<file path="src/design/rv32ss_pkg.sv">
`timescale 1ns / 1ps

package rv32ss_pkg;

  localparam int unsigned XLEN     = 32;
  localparam int unsigned REG_AW   = 5;
  localparam int unsigned NUM_REGS = 1 << REG_AW;

  localparam logic [XLEN-1:0] START_PC_RST = 32'h0000_0200;
  localparam logic [XLEN-1:0] JALR_MASK    = 32'hffff_fffe;

  localparam logic [6:0] OPC_OP     = 7'h33;
  localparam logic [6:0] OPC_OP_IMM = 7'h13;
  localparam logic [6:0] OPC_LUI    = 7'h37;
  localparam logic [6:0] OPC_AUIPC  = 7'h17;
  localparam logic [6:0] OPC_JAL    = 7'h6f;
  localparam logic [6:0] OPC_JALR   = 7'h67;
  localparam logic [6:0] OPC_LOAD   = 7'h03;
  localparam logic [6:0] OPC_STORE  = 7'h23;
  localparam logic [6:0] OPC_BRANCH = 7'h63;

  localparam logic [2:0] F3_ADD  = 3'd0;
  localparam logic [2:0] F3_SLL  = 3'd1;
  localparam logic [2:0] F3_SLT  = 3'd2;
  localparam logic [2:0] F3_SLTU = 3'd3;
  localparam logic [2:0] F3_XOR  = 3'd4;
  localparam logic [2:0] F3_SR   = 3'd5;
  localparam logic [2:0] F3_OR   = 3'd6;
  localparam logic [2:0] F3_AND  = 3'd7;
  localparam logic [2:0] F3_WORD = 3'd2;

  localparam logic [2:0] F3_BEQ  = 3'd0;
  localparam logic [2:0] F3_BNE  = 3'd1;
  localparam logic [2:0] F3_BLT  = 3'd4;
  localparam logic [2:0] F3_BGE  = 3'd5;
  localparam logic [2:0] F3_BLTU = 3'd6;
  localparam logic [2:0] F3_BGEU = 3'd7;

  localparam logic [6:0] F7_BASE = 7'h00;
  localparam logic [6:0] F7_ALT  = 7'h20;
  localparam logic [6:0] F7_MUL  = 7'h01;

  localparam logic [1:0] MEM_NONE  = 2'd0;
  localparam logic [1:0] MEM_LOAD  = 2'd1;
  localparam logic [1:0] MEM_STORE = 2'd2;

  typedef struct packed {
    logic [XLEN-1:0]   trace_pc;
    logic [REG_AW-1:0] dest_reg;
    logic [XLEN-1:0]   write_value;
    logic              write_enable;
    logic [1:0]        mem_op;
    logic [XLEN-1:0]   mem_address;
    logic [XLEN-1:0]   store_data;
    logic [XLEN-1:0]   next_pc;
    logic              illegal;
  } trace_t;

  typedef struct packed {
    logic              rf_we;
    logic [REG_AW-1:0] rf_waddr;
    logic [XLEN-1:0]   rf_wdata;
    logic [XLEN-1:0]   pc_nxt;
    logic              ld_set;
    logic              ld_clr;
    logic [REG_AW-1:0] ld_dest;
    logic [XLEN-1:0]   ld_pc;
  } upd_t;

endpackage

</file>
<file path="src/design/rv32ss_regfile.sv">
`timescale 1ns / 1ps

module rv32ss_regfile import rv32ss_pkg::*; (
  input  logic              clk,
  input  logic              rst_n,
  input  logic              rd_en,
  input  logic [REG_AW-1:0] rd_addr_a,
  input  logic [REG_AW-1:0] rd_addr_b,
  output logic [XLEN-1:0]   rd_data_a,
  output logic [XLEN-1:0]   rd_data_b,
  input  logic              wr_en,
  input  logic [REG_AW-1:0] wr_addr,
  input  logic [XLEN-1:0]   wr_data
);

  logic [XLEN-1:0]     mem [NUM_REGS];
  logic [NUM_REGS-1:0] vld_r;
  logic [XLEN-1:0]     q_a_r;
  logic [XLEN-1:0]     q_b_r;
  logic                qv_a_r;
  logic                qv_b_r;
  logic [REG_AW-1:0]   ra_a_r;
  logic [REG_AW-1:0]   ra_b_r;
  logic                wb_v_r;
  logic [REG_AW-1:0]   wb_addr_r;
  logic [XLEN-1:0]     wb_data_r;

  always_ff @(posedge clk) begin
    if (wr_en) begin
      mem[wr_addr] <= wr_data;
    end
  end

  always_ff @(posedge clk) begin
    if (rd_en) begin
      q_a_r  <= mem[rd_addr_a];
      q_b_r  <= mem[rd_addr_b];
      qv_a_r <= vld_r[rd_addr_a];
      qv_b_r <= vld_r[rd_addr_b];
      ra_a_r <= rd_addr_a;
      ra_b_r <= rd_addr_b;
    end
  end

  // never-written entries read as zero
  always_ff @(posedge clk) begin
    if (!rst_n) begin
      vld_r  <= '0;
      wb_v_r <= 1'b0;
    end else if (wr_en) begin
      vld_r[wr_addr] <= 1'b1;
      wb_v_r         <= 1'b1;
    end
  end

  // last write, forwarded over a read issued at the same edge
  always_ff @(posedge clk) begin
    if (wr_en) begin
      wb_addr_r <= wr_addr;
      wb_data_r <= wr_data;
    end
  end

  always_comb begin
    if (wb_v_r && wb_addr_r == ra_a_r) begin
      rd_data_a = wb_data_r;
    end else begin
      rd_data_a = qv_a_r ? q_a_r : '0;
    end
    if (wb_v_r && wb_addr_r == ra_b_r) begin
      rd_data_b = wb_data_r;
    end else begin
      rd_data_b = qv_b_r ? q_b_r : '0;
    end
  end

endmodule

</file>
<file path="src/design/rv32ss_exec.sv">
`timescale 1ns / 1ps

module rv32ss_exec import rv32ss_pkg::*; (
  input  logic              kind,
  input  logic [XLEN-1:0]   instr,
  input  logic [XLEN-1:0]   load_data,
  input  logic [XLEN-1:0]   a,
  input  logic [XLEN-1:0]   b,
  input  logic [XLEN-1:0]   pc,
  input  logic              ld_pend,
  input  logic [REG_AW-1:0] ld_dest,
  input  logic [XLEN-1:0]   ld_pc,
  output trace_t            res,
  output upd_t              upd
);

  logic [6:0]        opc;
  logic [REG_AW-1:0] rd;
  logic [2:0]        f3;
  logic [6:0]        f7;
  logic [4:0]        shamt_i;
  logic [XLEN-1:0]   immi;
  logic [XLEN-1:0]   imms;
  logic [XLEN-1:0]   immb;
  logic [XLEN-1:0]   immj;
  logic [XLEN-1:0]   immu;
  logic [XLEN-1:0]   prod;
  logic [XLEN-1:0]   pc4;
  logic              ok;
  logic              wr;
  logic              taken;
  logic              ldc;
  logic [XLEN-1:0]   val;
  logic [XLEN-1:0]   npc;
  logic [1:0]        op;
  logic [XLEN-1:0]   addr;
  logic [XLEN-1:0]   sdata;
  logic [REG_AW-1:0] dst;

  assign opc     = instr[6:0];
  assign rd      = instr[11:7];
  assign f3      = instr[14:12];
  assign f7      = instr[31:25];
  assign shamt_i = instr[24:20];
  assign immi    = {{20{instr[31]}}, instr[31:20]};
  assign imms    = {{20{instr[31]}}, instr[31:25], instr[11:7]};
  assign immb    = {{19{instr[31]}}, instr[31], instr[7], instr[30:25], instr[11:8], 1'b0};
  assign immj    = {{11{instr[31]}}, instr[31], instr[19:12], instr[20], instr[30:21], 1'b0};
  assign immu    = {instr[31:12], 12'b0};
  assign prod    = a * b;
  assign pc4     = pc + 32'd4;

  always_comb begin
    ok    = 1'b1;
    wr    = 1'b0;
    taken = 1'b0;
    ldc   = 1'b0;
    val   = '0;
    npc   = pc4;
    op    = MEM_NONE;
    addr  = '0;
    sdata = '0;
    if (kind) begin
      if (ld_pend) begin
        ldc = 1'b1;
      end else begin
        ok = 1'b0;
      end
    end else if (ld_pend) begin
      ok = 1'b0;
    end else begin
      case (opc)
        OPC_OP: begin
          wr = 1'b1;
          if (f7 == F7_BASE) begin
            case (f3)
              F3_ADD:  val = a + b;
              F3_SLL:  val = a << b[4:0];
              F3_SLT:  val = {31'b0, $signed(a) < $signed(b)};
              F3_SLTU: val = {31'b0, a < b};
              F3_XOR:  val = a ^ b;
              F3_SR:   val = a >> b[4:0];
              F3_OR:   val = a | b;
              F3_AND:  val = a & b;
              default: val = '0;
            endcase
          end else if (f7 == F7_ALT && f3 == F3_ADD) begin
            val = a - b;
          end else if (f7 == F7_ALT && f3 == F3_SR) begin
            val = $unsigned($signed(a) >>> b[4:0]);
          end else if (f7 == F7_MUL && f3 == F3_ADD) begin
            val = prod;
          end else begin
            ok = 1'b0;
          end
        end
        OPC_OP_IMM: begin
          wr = 1'b1;
          case (f3)
            F3_ADD:  val = a + immi;
            F3_SLT:  val = {31'b0, $signed(a) < $signed(immi)};
            F3_SLTU: val = {31'b0, a < immi};
            F3_XOR:  val = a ^ immi;
            F3_OR:   val = a | immi;
            F3_AND:  val = a & immi;
            F3_SLL: begin
              if (f7 == F7_BASE) begin
                val = a << shamt_i;
              end else begin
                ok = 1'b0;
              end
            end
            F3_SR: begin
              if (f7 == F7_BASE) begin
                val = a >> shamt_i;
              end else if (f7 == F7_ALT) begin
                val = $unsigned($signed(a) >>> shamt_i);
              end else begin
                ok = 1'b0;
              end
            end
            default: ok = 1'b0;
          endcase
        end
        OPC_LUI: begin
          wr  = 1'b1;
          val = immu;
        end
        OPC_AUIPC: begin
          wr  = 1'b1;
          val = pc + immu;
        end
        OPC_JAL: begin
          wr  = 1'b1;
          val = pc4;
          npc = pc + immj;
        end
        OPC_JALR: begin
          if (f3 == F3_ADD) begin
            wr  = 1'b1;
            val = pc4;
            npc = (a + immi) & JALR_MASK;
          end else begin
            ok = 1'b0;
          end
        end
        OPC_LOAD: begin
          if (f3 == F3_WORD) begin
            op   = MEM_LOAD;
            addr = a + immi;
          end else begin
            ok = 1'b0;
          end
        end
        OPC_STORE: begin
          if (f3 == F3_WORD) begin
            op    = MEM_STORE;
            addr  = a + imms;
            sdata = b;
          end else begin
            ok = 1'b0;
          end
        end
        OPC_BRANCH: begin
          case (f3)
            F3_BEQ:  taken = (a == b);
            F3_BNE:  taken = (a != b);
            F3_BLT:  taken = $signed(a) < $signed(b);
            F3_BGE:  taken = !($signed(a) < $signed(b));
            F3_BLTU: taken = a < b;
            F3_BGEU: taken = a >= b;
            default: ok = 1'b0;
          endcase
          if (taken) begin
            npc = pc + immb;
          end
        end
        default: ok = 1'b0;
      endcase
    end
  end

  assign dst = (wr || op == MEM_LOAD) ? rd : '0;

  always_comb begin
    res         = '0;
    upd         = '0;
    upd.pc_nxt  = pc;
    upd.ld_dest = rd;
    upd.ld_pc   = pc;
    if (!ok) begin
      res.trace_pc = pc;
      res.next_pc  = pc;
      res.illegal  = 1'b1;
    end else if (ldc) begin
      res.trace_pc     = ld_pc;
      res.dest_reg     = ld_dest;
      res.write_value  = (ld_dest != '0) ? load_data : '0;
      res.write_enable = (ld_dest != '0);
      res.next_pc      = pc;
      upd.rf_we        = (ld_dest != '0);
      upd.rf_waddr     = ld_dest;
      upd.rf_wdata     = load_data;
      upd.ld_clr       = 1'b1;
    end else begin
      res.trace_pc     = pc;
      res.dest_reg     = dst;
      res.write_value  = (wr && rd != '0) ? val : '0;
      res.write_enable = wr && rd != '0;
      res.mem_op       = op;
      res.mem_address  = addr;
      res.store_data   = sdata;
      res.next_pc      = npc;
      upd.rf_we        = wr && rd != '0;
      upd.rf_waddr     = rd;
      upd.rf_wdata     = val;
      upd.pc_nxt       = npc;
      upd.ld_set       = (op == MEM_LOAD);
    end
  end

endmodule

</file>
<file path="src/design/rv32_subset_instruction_step.sv">
`timescale 1ns / 1ps

// RV32I subset plus MUL, one trace beat out for each beat in. An item is taken
// every cycle unless the execute stage is stalled; its result is offered after the
// register file read at the accepting edge and execute into the output register;
// output back-pressure stalls execute. Registers live in a 32 x 32 memory with two
// synchronous read ports; the last write is forwarded to a read issued at the same
// edge, and per-entry valid bits make the file read zero after reset with no clearing
// pass. A write to cfg_start_pc loads the pc at once and must only be made while idle.
module rv32_subset_instruction_step import rv32ss_pkg::*; (
  input  logic              clk,
  input  logic              rst_n,
  input  logic              cfg_valid,
  output logic              cfg_ready,
  input  logic [XLEN-1:0]   cfg_start_pc,
  input  logic              in_valid,
  output logic              in_ready,
  input  logic              in_kind,
  input  logic [XLEN-1:0]   in_instr_word,
  input  logic [XLEN-1:0]   in_load_data,
  output logic              out_valid,
  input  logic              out_ready,
  output logic [XLEN-1:0]   out_trace_pc,
  output logic [REG_AW-1:0] out_dest_reg,
  output logic [XLEN-1:0]   out_write_value,
  output logic              out_write_enable,
  output logic [1:0]        out_mem_op,
  output logic [XLEN-1:0]   out_mem_address,
  output logic [XLEN-1:0]   out_store_data,
  output logic [XLEN-1:0]   out_next_pc,
  output logic              out_illegal
);

  logic              in_fire;
  logic              ex_fire;
  logic              cfg_fire;
  logic              ex_valid_r;
  logic              ex_valid_nxt;
  logic              ex_kind_r;
  logic [XLEN-1:0]   ex_instr_r;
  logic [XLEN-1:0]   ex_ld_data_r;
  logic              out_valid_r;
  logic              out_valid_nxt;
  trace_t            out_r;
  logic [XLEN-1:0]   pc_r;
  logic [XLEN-1:0]   pc_nxt;
  logic              ld_pend_r;
  logic              ld_pend_nxt;
  logic [REG_AW-1:0] ld_dest_r;
  logic [REG_AW-1:0] ld_dest_nxt;
  logic [XLEN-1:0]   ld_pc_r;
  logic [XLEN-1:0]   ld_pc_nxt;
  logic [XLEN-1:0]   op_a;
  logic [XLEN-1:0]   op_b;
  trace_t            res;
  upd_t              upd;

  assign cfg_ready = 1'b1;
  assign cfg_fire  = cfg_valid && cfg_ready;
  assign ex_fire   = ex_valid_r && (!out_valid_r || out_ready);
  assign in_ready  = !ex_valid_r || ex_fire;
  assign in_fire   = in_valid && in_ready;

  rv32ss_regfile u_regfile (
    .clk       (clk),
    .rst_n     (rst_n),
    .rd_en     (in_fire),
    .rd_addr_a (in_instr_word[19:15]),
    .rd_addr_b (in_instr_word[24:20]),
    .rd_data_a (op_a),
    .rd_data_b (op_b),
    .wr_en     (ex_fire && upd.rf_we),
    .wr_addr   (upd.rf_waddr),
    .wr_data   (upd.rf_wdata)
  );

  rv32ss_exec u_exec (
    .kind      (ex_kind_r),
    .instr     (ex_instr_r),
    .load_data (ex_ld_data_r),
    .a         (op_a),
    .b         (op_b),
    .pc        (pc_r),
    .ld_pend   (ld_pend_r),
    .ld_dest   (ld_dest_r),
    .ld_pc     (ld_pc_r),
    .res       (res),
    .upd       (upd)
  );

  always_comb begin
    ex_valid_nxt  = in_fire ? 1'b1 : (ex_fire ? 1'b0 : ex_valid_r);
    out_valid_nxt = ex_fire ? 1'b1 : (out_ready ? 1'b0 : out_valid_r);
    pc_nxt        = pc_r;
    ld_pend_nxt   = ld_pend_r;
    ld_dest_nxt   = ld_dest_r;
    ld_pc_nxt     = ld_pc_r;
    if (cfg_fire) begin
      pc_nxt = cfg_start_pc;
    end else if (ex_fire) begin
      pc_nxt = upd.pc_nxt;
      if (upd.ld_set) begin
        ld_pend_nxt = 1'b1;
        ld_dest_nxt = upd.ld_dest;
        ld_pc_nxt   = upd.ld_pc;
      end else if (upd.ld_clr) begin
        ld_pend_nxt = 1'b0;
      end
    end
  end

  always_ff @(posedge clk) begin
    if (!rst_n) begin
      ex_valid_r  <= 1'b0;
      out_valid_r <= 1'b0;
      pc_r        <= START_PC_RST;
      ld_pend_r   <= 1'b0;
      ld_dest_r   <= '0;
      ld_pc_r     <= '0;
    end else begin
      ex_valid_r  <= ex_valid_nxt;
      out_valid_r <= out_valid_nxt;
      pc_r        <= pc_nxt;
      ld_pend_r   <= ld_pend_nxt;
      ld_dest_r   <= ld_dest_nxt;
      ld_pc_r     <= ld_pc_nxt;
    end
  end

  always_ff @(posedge clk) begin
    if (in_fire) begin
      ex_kind_r    <= in_kind;
      ex_instr_r   <= in_instr_word;
      ex_ld_data_r <= in_load_data;
    end
    if (ex_fire) begin
      out_r <= res;
    end
  end

  assign out_valid        = out_valid_r;
  assign out_trace_pc     = out_r.trace_pc;
  assign out_dest_reg     = out_r.dest_reg;
  assign out_write_value  = out_r.write_value;
  assign out_write_enable = out_r.write_enable;
  assign out_mem_op       = out_r.mem_op;
  assign out_mem_address  = out_r.mem_address;
  assign out_store_data   = out_r.store_data;
  assign out_next_pc      = out_r.next_pc;
  assign out_illegal      = out_r.illegal;

`ifndef NO_ASSERTIONS
  a_no_x0_write: assert property (@(posedge clk) disable iff (!rst_n)
    ex_fire && upd.rf_we |-> upd.rf_waddr != '0)
    else $error("register write to x0");

  a_load_pending: assert property (@(posedge clk) disable iff (!rst_n)
    ex_fire && res.mem_op == MEM_LOAD && !res.illegal |=> ld_pend_r)
    else $error("load issued without pending record");

  a_illegal_holds_pc: assert property (@(posedge clk) disable iff (!rst_n)
    ex_fire && res.illegal |=> pc_r == $past(pc_r))
    else $error("illegal item changed pc");

  a_we_dest: assert property (@(posedge clk) disable iff (!rst_n)
    out_valid_r && out_r.write_enable |-> out_r.dest_reg != '0 && !out_r.illegal)
    else $error("write enable with no destination");
`endif

endmodule

</file>
<file path="config.mk">
export PLATFORM = sky130hd
export DESIGN_NAME = rv32_subset_instruction_step
export DESIGN_NICKNAME = d
export VERILOG_FILES = /design/src/design/rv32ss_pkg.sv /design/src/design/rv32ss_regfile.sv /design/src/design/rv32ss_exec.sv /design/src/design/rv32_subset_instruction_step.sv
export SDC_FILE = /design/constraint.sdc
export NUM_CORES = 2
export LEC_CHECK = 0
export ABC_AREA = 0
export BUFFER_PORTS_ARGS = -buffer_cell sky130_fd_sc_hd__buf_2
export CAP_MARGIN = 20
export CORE_UTILIZATION = 56
export CTS_BUF_LIST = sky130_fd_sc_hd__clkbuf_4 sky130_fd_sc_hd__clkbuf_8
export DETAILED_ROUTE_END_ITERATION = 7
export GPL_TIMING_DRIVEN = 0
export MAX_ROUTING_LAYER = met4
export PLACE_DENSITY = 0.79
export SLEW_MARGIN = 0
export SYNTH_ARGS = -nofsm -noshare
export SYNTH_HDL_FRONTEND = slang
export SYNTH_SLANG_ARGS = --single-unit
</file>
<file path="constraint.sdc">
create_clock -name clk -period 13.55 [get_ports clk]
set_input_delay 1.355 -clock clk [delete_from_list [all_inputs] [get_ports clk]]
set_output_delay 1.355 -clock clk [all_outputs]
set_load 0.1 [all_outputs]
</file>
==> results of run 1 <==
[cell families after synthesis]
logic type               Yosys count
XOR/XNOR                         298
adder cells (fa/ha/maj)          792
AO/OA/AOI/OAI                   1770
other                              2
flip-flops                      1466
AND/OR/NAND/NOR                 2170
buffers and inverters           1232
multiplexers                     977
[routing by layer]
metal	GRT overflow	GRT usage
met3	18	0.578
met4	34	0.593
met5	-	-
met2	45	0.859
met1	12	0.776
[per-stage QoR]
| step | cells | util | cell area, sq um |
|---|---|---|---|
| after detailed placement | 11637 | 0.605 | 111000 |
| after CTS | 12063 | 0.633 | 116000 |
| after global placement | 11473 | 0.589 | 108000 |
| after floorplan | 8738 | - | 103000 |
[cells in the mapped netlist (13+ instances only)]
cell         n
a31oi_1     59
nor2_1     828
nor2b_1     34
inv_2       15
nor3_1      63
o211ai_1    97
and3_1      38
a211oi_1    58
o221ai_1    36
a221oi_1    54
a22oi_1     26
o21ai_0    406
nor4_1      26
o31ai_1     39
xor2_1      67
dfxtp_1    105
o22ai_1     51
buf_1      115
a21oi_1    542
fa_1       415
a311oi_1    13
a22o_1      18
o21a_1      41
a21o_1      83
or2_2       14
and2_1      37
inv_1      552
buf_2       61
or3_1       16
mux4_2     747
nand2b_1    51
edfxtp_1  1361
a221o_1     14
o21ai_1     16
nand2_1    867
ha_1       377
mux2_2      93
nand3_1    127
o21bai_1    50
mux2i_1    136
clkbuf_1   461
xnor2_1    225
a41oi_1     19
nand4_1     30
==> run_results.csv, run 1 <==
group,metric,value,unit
place,gp_congestion,1.19,
global_routing,grt_pass1_vias,103560,
global_routing,grt_max_degree,90,
synth,synthMuxAreaShare,0.187,
synth,synthTopCellsByArea,"edfxtp_1 (40%), mux4_2 (16%), fa_1 (8.1%), ha_1 (4.6%), nand2_1 (3.2%)",
floorplan,die_x,431,um
global_routing,grt_use_total,0.730,
synth,netlist_instances,8707,
synth,netlist.area_leader.share,0.396,
place,dp_hpwl,428,mm
synth,synth_flop_cell,"edfxtp_1",
synth,synthesis.area,0.103,sq mm
synth,yosys_warnings,0,
clock_tree,clock_path_buffers,3,
clock_tree,cts_resized,16,
outcome,tool.error,"[ERROR GRT-0116] Global routing finished with congestion. Check the congestion regions in the DRC Viewer.",
global_routing,overflow,109,
floorplan,dieHeight,431,um
synth,synth-edff-count,1361,
outcome,outcome,"stopped before the end",
synth,synth_cell_types,103,
place,place_ws,-0.976,ns
floorplan,rows,157,
floorplan,io_pins,274,
synth,yosys.area.top_type,"edfxtp_1",
place,io_buffers,271,
floorplan,initial_utilization,0.564,
synth,synth_compound_area_frac,0.109,
synth,synthXorXnorAreaFrac,0.0261,
synth,async_flop_share,0,
synth,synth_top_family_by_area,"multiplexers",
clock_tree,cts_setup_buffers,0,
synth,yosys.area_share.simple,0.0891,
clock_tree,clockRootBuffer,"clkbuf_8",
global_routing,grt_pass1_wl,893,mm
outcome,stop_stage,"5_1_grt",
synth,avgSynthCellArea,11.9,sq um
clock_tree,cts_max_level,4,
synth,synthAdderAreaFrac,0.126,
clock_tree,cts_made_buffers,227,
clock_tree,cts.sinks,1466,
synth,ys_seq_area_frac,0.416,
synth,synth-seq-cells,1466,
clock_tree,hold_buffers,0,
==> run 2: changes to the inputs <==
--- a/config.mk
+++ b/config.mk
@@ -8,12 +8,10 @@
 export ABC_AREA = 0
 export BUFFER_PORTS_ARGS = -buffer_cell sky130_fd_sc_hd__buf_2
 export CAP_MARGIN = 20
-export CORE_UTILIZATION = 56
-export CTS_BUF_LIST = sky130_fd_sc_hd__clkbuf_4 sky130_fd_sc_hd__clkbuf_8
+export CORE_UTILIZATION = 40
 export DETAILED_ROUTE_END_ITERATION = 7
 export GPL_TIMING_DRIVEN = 0
-export MAX_ROUTING_LAYER = met4
-export PLACE_DENSITY = 0.79
+export PLACE_DENSITY_LB_ADDON = 0.15
 export SLEW_MARGIN = 0
 export SYNTH_ARGS = -nofsm -noshare
 export SYNTH_HDL_FRONTEND = slang
==> run 2 against run 1 <==
The flow now finishes, with violations (setup timing). Synthesized area unchanged. Synthesized cell count unchanged.
==> run_results.csv, run 2 <==
group,metric,value,unit
outcome,outcome,"complete, but fails checks",
outcome,violations,"setup timing",
pwr,netSwitchingFraction,0.317,
synth,yosys.area.top_type,"edfxtp_1",
timing,rsz0062_at_grt,"no",
worst_hold_path,min_path_cells,2,
clock_tree,clock_path_buffers,4,
place,gp_congestion,1.06,
synth,post-synth-top-count-cell,"edfxtp_1",
clock_tree,hold_buffers,0,
pwr,vdd_drop_max,0.124,mV
worst_hold_path,min_path_type,"reg2reg",
setup_path,path_max_fanout,33,
setup_path,critical_path_class,"reg2reg",
layout,fin_nets,10296,
global_routing,grt_max_degree,99,
route,viasPerCell,6.62,
timing,final-hold-violation-count,0,
layout,nFillCells,23585,
route,wl_per_cell,42.5,um
timing,worst_slew_pin_slew,1.36,ns
timing,finClkSkew,0.138,ns
setup_path,r2r-end,"u_regfile.mem[26][19]",
floorplan,core_area,0.257,sq mm
timing,report.final.slew_viol_count,0,
layout,final_util,0.461,
setup_path,crit_path_start_kind,"flop",
synth,synth_flop_cell,"edfxtp_1",
synth,synth-seq-cells,1466,
clock_tree,cts_made_buffers,170,
synth,async_flop_share,0,
setup_path,cp.required,13.92,ns
synth,netlist.area_leader.share,0.396,
pwr,p_leak,45.1,nW
global_routing,gr-usage-met2,0.617,
clock_tree,clockRootBuffer,"clkbuf_16",
setup_path,slowest_stage,"o31ai_1",
synth,synthesis.area,0.103,sq mm
route,routed_wl,550,mm
synth,yosys_warnings,0,
route,drtAntennaViolNets,0,
setup_path,cp_common_cell,"fa_1",
timing,setup_viol,16,
clock_tree,clock_latency,0.90,ns
worst_hold_path,min_to,"ld_pc_r[22]",
clock_tree,cts_max_level,4,
global_routing,grt_pass1_wl,727,mm
timing,fin_crit_sh,1.00,
timing,max_slew_margin,0.0888,
synth,synthTopCellsByArea,"edfxtp_1 (40%), mux4_2 (16%), fa_1 (8.1%), ha_1 (4.6%), nand2_1 (3.2%)",
synth,synth_cell_types,103,
synth,synth-edff-count,1361,
global_routing,top_usage_layer,"met2",
floorplan,die_x,510,um
pwr,p_sw,3.81,mW
setup_path,r2r_cells,34,
synth,ys_seq_area_frac,0.416,
place,dp_hpwl,429,mm
route,via_count,85595,
layout,top_register,"u_regfile.mem",
floorplan,die_area,0.260,sq mm
pwr,power.density,102,mW/mm^2
setup_path,crit_arrival,13.97,ns
route,drt_iter0_drc,12548,
setup_path,r2r_slack,-0.05,ns
synth,netlist_instances,8707,
setup_path,r2r_start,"ex_instr_r[21]",
pwr,p_int,8.23,mW
global_routing,grtUsageMet1,0.562,
setup_path,max_stage_delay,1.07,ns
layout,largest_reg_flops,1024,
clock_tree,clk_pin_slew,0.06,ns
place,io_buffers,271,
global_routing,met3_usage,0.106,
global_routing,overflow,0,
pwr,seqPwrFrac,0.417,
pwr,p_clk_frac,0.368,
timing,timing.fmax,73.5,MHz
route,drcViolationCount,0,
layout,area_growth,14.7,%
layout,drive_above_1_share,0.196,
synth,yosys-top-cells-count,"edfxtp_1 (1361), nand2_1 (867), nor2_1 (828), mux4_2 (747), inv_1 (552)",
worst_hold_path,worstHoldStart,"ld_pc_r[22]",
setup_path,end_kind,"flop",
timing,fin_ws,-0.0506,ns
global_routing,grt_use_total,0.418,
global_routing,antenna_found_initial,61,
layout,final_cell_mix,"edfxtp_1 (1361), nand2_1 (865), nor2_1 (797), mux4_2 (747), inv_1 (550)",
floorplan,dieHeight,510,um
layout,final_area,0.118,sq mm
floorplan,initial_utilization,0.402,
layout,final_common_cell,"edfxtp_1",
synth,avgSynthCellArea,11.9,sq um
route,drt-pass1-iter-count,6,
pwr,p_comb_frac,0.215,
floorplan,io_pins,274,
floorplan,rows,186,
job,drv_cap,0,
global_routing,grt_pass1_vias,81908,
clock_tree,cts_tree,"yes",
place,place_area,0.113,sq mm
timing,period_needed,13.60,ns
clock_tree,cts.sinks,1466,
-- run 2: cell type report --
cell class / instances / area (sq um) / share of cell area
Timing Repair Buffer: 493 / 4940 / 0.0418
Multi-Input combinational cell: 6040 / 56100 / 0.474
Antenna cell: 27 / 67.6 / 0.000571
Sequential cell: 1466 / 43000 / 0.363
Clock buffer: 215 / 4510 / 0.0381
Tap cell: 3384 / 4230 / 0.0358
Inverter: 576 / 2170 / 0.0183
Clock inverter: 82 / 686 / 0.00579
Buffer: 655 / 2730 / 0.0230
-- run 2: worst max-delay path by stage --
stage | start | to | slack [ns]
3_5_place_dp | ex_instr_r[22] | u_regfile.mem[13][30] | -1.14
3_3_place_gp | ex_instr_r[22] | u_regfile.mem[4][21] | -3.89
6_report | ex_instr_r[21] | u_regfile.mem[26][19] | -0.05
5_1_grt | ex_instr_r[23] | u_regfile.mem[22][29] | 0.06
2_1_floorplan | ex_instr_r[23] | u_regfile.mem[0][29] | 3.34
4_1_cts | ex_instr_r[20] | u_regfile.mem[19][20] | 0.02
-- run 2: through the flow --
stage	worst slack [ns]	power [mW]	instances	setup TNS (ns)	hold slack [ns]
2_1_floorplan	3.34	6.53	8738	0	0.437
5_1_grt	0.0593	12.3	12915	0	0.469
3_3_place_gp	-3.89	7.54	12393	-1982.39	0.442
3_5_place_dp	-1.14	7.58	12593	-260.56	0.447
4_1_cts	0.0151	12.0	12891	0	0.456
6_report	-0.0506	12.0	12938	-0.606	0.454
-- run 2: timing repair --
item                                    CTS  global route
setup buffers                             1             1
gates resized for setup                  13            13
pin swaps                                 0             0
cloned                                    0             0
endpoints found under the setup margin  440           287
-- run 2: logic make-up after synthesis --
logic type      after synthesis  synth area share
simple gates               2170            0.0891
fa+ha+maj                   792             0.126
other cells                   2         0.0000728
xor+xnor                    298            0.0261
flops                      1466             0.416
mux                         977             0.187
compound gates             1770             0.109
buf+inv                    1232            0.0467
-- run 2: worst max-delay path, delay by kind of cell, from the launching register on --
kind                     cells  cell delay, ns
flip-flops                   1            0.93
buffers and inverters        8            2.67
AO/OA/AOI/OAI                9            3.46
AND/OR/NAND/NOR              6            1.51
XOR/XNOR                     2            0.46
adder cells (fa/ha/maj)      9            3.99
-- run 2: power by group through the flow --
stage	combinational (mW)	sequential (mW)	clock (mW)
4_1_cts	2.49	5.02	4.46
3_5_place_dp	2.47	5.11	0
5_1_grt	2.66	5.02	4.61
3_3_place_gp	2.42	5.12	0
6_report	2.59	5.02	4.43
2_1_floorplan	1.31	5.22	0
-- run 2: routing by layer --
metal  wire length [um]  vias to the layer above
met1             218000                    44648
met4              36900                       30
met2             237000                     5863
met3              58300                     1268
li1                   -                    33786
met5                200                        -
Power figures use the tool's default switching activity.
